## src/rtl/swept_sphere_intersect_assert.svh

```systemverilog
// Assertion macros for the swept sphere block.
// Each expects clk_i and rst_ni in the scope where it is used.
`ifndef SWEPT_SPHERE_INTERSECT_ASSERT_SVH
`define SWEPT_SPHERE_INTERSECT_ASSERT_SVH
`ifndef SYNTHESIS
`define SSI_ASSERT_IMP(lbl, ante, cons, msg) \
  lbl: assert property (@(posedge clk_i) disable iff (!rst_ni) (ante) |-> (cons)) \
    else $error(msg);
`define SSI_ASSERT_NXT(lbl, ante, cons, msg) \
  lbl: assert property (@(posedge clk_i) disable iff (!rst_ni) (ante) |=> (cons)) \
    else $error(msg);
`else
`define SSI_ASSERT_IMP(lbl, ante, cons, msg)
`define SSI_ASSERT_NXT(lbl, ante, cons, msg)
`endif
`endif

```

## src/rtl/ssi_sqrt.sv

```systemverilog
// Pipelined integer square root, one root bit per register stage.
module ssi_sqrt #(
  parameter int unsigned IW  = 66,
  parameter int unsigned SBW = 8
) (
  input  logic           clk_i,
  input  logic           rst_ni,
  input  logic           en_i,
  input  logic           vld_i,
  input  logic [IW-1:0]  rad_i,
  input  logic [SBW-1:0] sb_i,
  output logic           vld_o,
  output logic [IW/2-1:0] root_o,
  output logic [SBW-1:0] sb_o
);
  localparam int unsigned RW = IW / 2;

  logic            vld_q  [RW];
  logic [IW-1:0]   x_q    [RW];
  logic [RW-1:0]   rem_q  [RW];
  logic [RW-1:0]   root_q [RW];
  logic [SBW-1:0]  sb_q   [RW];

  for (genvar k = 0; k < RW; k++) begin : g_stage
    logic            vin;
    logic [IW-1:0]   xin;
    logic [RW-1:0]   rin;
    logic [RW-1:0]   qin;
    logic [SBW-1:0]  sbin;
    logic [RW+1:0]   cand;
    logic [RW+1:0]   trial;
    logic            ge;

    if (k == 0) begin : g_first
      assign vin  = vld_i;
      assign xin  = rad_i;
      assign rin  = '0;
      assign qin  = '0;
      assign sbin = sb_i;
    end else begin : g_next
      assign vin  = vld_q[k-1];
      assign xin  = x_q[k-1];
      assign rin  = rem_q[k-1];
      assign qin  = root_q[k-1];
      assign sbin = sb_q[k-1];
    end

    // Try the next root bit against the remainder with two more radicand bits
    assign cand  = {rin, xin[IW-1 -: 2]};
    assign trial = {qin, 2'b01};
    assign ge    = (cand >= trial);

    always_ff @(posedge clk_i or negedge rst_ni) begin
      if (!rst_ni) begin
        vld_q[k] <= 1'b0;
      end else if (en_i) begin
        vld_q[k] <= vin;
      end
    end

    always_ff @(posedge clk_i) begin
      if (en_i) begin
        x_q[k]    <= {xin[IW-3:0], 2'b00};
        rem_q[k]  <= ge ? RW'(cand - trial) : cand[RW-1:0];
        root_q[k] <= {qin[RW-2:0], ge};
        sb_q[k]   <= sbin;
      end
    end
  end

  assign vld_o  = vld_q[RW-1];
  assign root_o = root_q[RW-1];
  assign sb_o   = sb_q[RW-1];

endmodule

```

## config.mk

```make
export PLATFORM = sky130hd
export DESIGN_NAME = ssi_sqrt
export DESIGN_NICKNAME = d
export VERILOG_FILES = /design/src/rtl/swept_sphere_intersect_assert.svh /design/src/rtl/ssi_sqrt.sv
export SDC_FILE = /design/constraint.sdc
export NUM_CORES = 2
export LEC_CHECK = 0
export BUFFER_PORTS_ARGS = -buffer_cell sky130_fd_sc_hd__buf_2
export CORE_MARGIN = 5
export CORE_UTILIZATION = 30
export CTS_CLUSTER_DIAMETER = 200
export CTS_CLUSTER_SIZE = 20
export DETAILED_ROUTE_END_ITERATION = 12
export SLEW_MARGIN = 20
export SYNTH_ARGS = -nofsm -noshare
export SYNTH_HDL_FRONTEND = slang
export SYNTH_MEMORY_MAX_BITS = 65536
export SYNTH_SLANG_ARGS = --single-unit
```

## constraint.sdc

```tcl
create_clock -name clk_i -period 5.7 [get_ports clk_i]
set_clock_uncertainty 0.15 [all_clocks]
set_input_delay 1.71 -clock clk_i [delete_from_list [all_inputs] [get_ports clk_i]]
set_output_delay 1.71 -clock clk_i [all_outputs]
set_load 0.05 [all_outputs]
```

==> results.ini <==
[status]
status=finished clean

[pwr]
power.leakage_nw=53.6
power_density_nw_per_um2=366
peakVddDrop_mv=0.260
p_total_mw=53.3

[critical_path]
path_max_fanout=46
rrSetupSlack_ns=1.24
start_kind=flip-flop
endpoint=rem_q[0][869]
critPathLaunch=rem_q[0][831]
r2r_start=rem_q[0][831]
critPathKind=reg -> reg
reg2regPathDepth=10
endpoint_kind=flip-flop
worst_r2r_endpoint=rem_q[0][869]
worstPathArrival_ns=4.91
required_ns=6.15

[timing]
finalSetupViolations=0
rsz0062_at_grt=false
period_needed_ns=4.46
hold_viol_final=0
fin_crit_sh=0.783
tns_ns=0
tightest_slew_ns=1.10
slew_headroom=0.262
max_freq_mhz=224
maxSlewViolCount=0
hold_slack_ns=0.231

[clocking]
cts_tree=yes
clock_path_buffers=4
clock-sinks=2922
clkTransAtPathRegs_ns=0.09
post_cts_buffers=0
cts_htree_levels=4
clock_latency_ns=0.90
cts_buffers=169
cts-root-buf=clkbuf_16
cts_resized=0
cts_hold_buf=0

[placed_design]
placed_area_um2=141000
hpwl_um=184000
gp_congestion=0.896
port_buffers=119

[die]
fp.dieW_um=674
die-area_um2=454000
initial_core_util=0.301
pin_count=120
floorplan.rows=243
die_h_um=674
fp.coreArea_um2=438000

[global_routing]
grt_pass1_vias=73804
grt_pass1_wl_um=402000
grt-ovfl-total=0
antenna_found_initial=7
grt_start_max_net_pins=96
grtUsageTotal=0.108

[logic_synthesis]
synth_cell_types=96
synthTopCellsByArea=edfxtp_1 (66%), ha_1 (5.6%), xor2_1 (2.9%), xnor2_1 (2.5%), a21oi_1 (2.2%)
seq_area_frac_synth=0.663
avgSynthCellArea_um2=13.3
synth_nets=10622
yosys_warnings=0
yosysTopAreaCell=edfxtp_1
syn_inst=9949
synth_edf_count=2889
yosysTopAreaCellShare=0.657
ys_ff_latch=2922
synthesis.area_um2=132000
synth_async_sr_flop_share=0.0113
ys.flop_type=edfxtp_1

[drt]
dr.pass1.iters=8
vias=74702
antenna_left=0
vias_per_cell=4.65
dr.first_iter.drc_count=4802
wl_per_cell_um=15.7
routed_wl_um=253000
drc_errors=0

[layout]
drive_gt1_frac=0.0614
seqCellArea_um2=87600
final_area_um2=145000
multi_input_area_um2=41000
area_growth_pct=10.1
final_common_cell=edfxtp_1
final_cell_mix=edfxtp_1 (2889), inv_1 (756), nand2_1 (685)
nFillCells=43220
nets=10843

[flow_run]
drv_cap=0

[hold_path]
hold_path.class=reg -> reg
min_path_cells=0

==> kinds of logic after synthesis <==
| family | Yosys count | share of synthesized area |
|---|---|---|
| other cells | 1 | 0.0000284 |
| buf+inv | 966 | 0.0277 |
| compound gates | 2036 | 0.0960 |
| fa+ha+maj | 595 | 0.0563 |
| mux | 113 | 0.00944 |
| flops | 2922 | 0.663 |
| simple gates | 2498 | 0.0934 |
| xor+xnor | 818 | 0.0542 |
==> report_power, final <==
group | internal (mW) | switching, mW | total [mW] | leakage, nW
logic | 5.13 | 7.15 | 12.3 | 23.0
registers | 27.1 | 1.68 | 28.8 | 28.3
clock network | 5.53 | 6.72 | 12.3 | 2.23
total | 37.7 | 15.6 | 53.3 | 53.6
==> cells in the mapped netlist, types with 89 or more instances <==
cell type and number:
edfxtp_1 2889, nand2_1 685, o21ai_0 542, a21o_1 257, a21oi_1 591, nor2_1 567, nor3_1 269, ha_1 595
mux2_2 93, inv_1 756, or3_1 97, nand3_1 151, xnor2_1 375, nand4_1 107, o21a_1 111, clkbuf_1 178
xor2_1 443, nor4_1 125, nor2b_1 89, nand2b_1 108
==> per-stage QoR <==
| step | setup WS (ns) | util | instances |
|---|---|---|---|
| after floorplan | 2.23 | - | 9949 |
| after global placement | 1.26 | 0.321 | 15879 |
| after detailed placement | 1.30 | 0.321 | 15879 |
| after CTS | 1.27 | 0.332 | 16069 |
| after global routing | 0.930 | 0.332 | 16071 |
| final | 1.24 | 0.332 | 16071 |
==> worst max-delay path, stage by stage (launching register included) <==
cell       delay [ns]
edfxtp_1         0.41
ha_1             0.39
and4_1           0.26
nand2_1          0.10
o2bb2ai_1        0.35
a31oi_1          0.23
a2111oi_0        0.94
o21ai_1          0.34
nand2_1          0.16
buf_4            0.46
mux2_2           0.40
==> layer usage <==
metal | wire (um) | GRT usage | share of wire
met3 | 8260 | 0.0126 | 0.033
met2 | 129000 | 0.199 | 0.51
met5 | 0 | 0 | 0
met1 | 107000 | 0.131 | 0.42
met4 | 8350 | 0.0342 | 0.033
==> layout make-up <==
cell class	instances	share of cell area
Tap cell	5880	0.0506
Clock inverter	9	0.000903
Timing Repair Buffer	255	0.0149
Inverter	761	0.0196
Clock buffer	181	0.0303
Antenna cell	2	0.0000344
Multi-Input combinational cell	6061	0.282
Sequential cell	2922	0.602
==> worst min path at each step <==
stage                            start  slack, ns            to
final                       x_q[0][69]       0.23   x_q[0][135]
after global routing      x_q[0][1658]       0.23  x_q[0][1724]
after CTS                 x_q[0][1658]       0.23  x_q[0][1724]
after detailed placement  sb_q[0][101]       0.25  sb_q[0][109]
after global placement     x_q[0][700]       0.25   x_q[0][766]
after floorplan            sb_q[0][92]       0.25  sb_q[0][100]
==> sequential cells by signal, indices dropped and copies added, names as in the netlist <==
register	cells
g_stage.vin	32
sb_q	264
rem_q	1008
vld_o	1
root_q	561
x_q	1056
No activity file was read; power rests on OpenSTA's default activity.
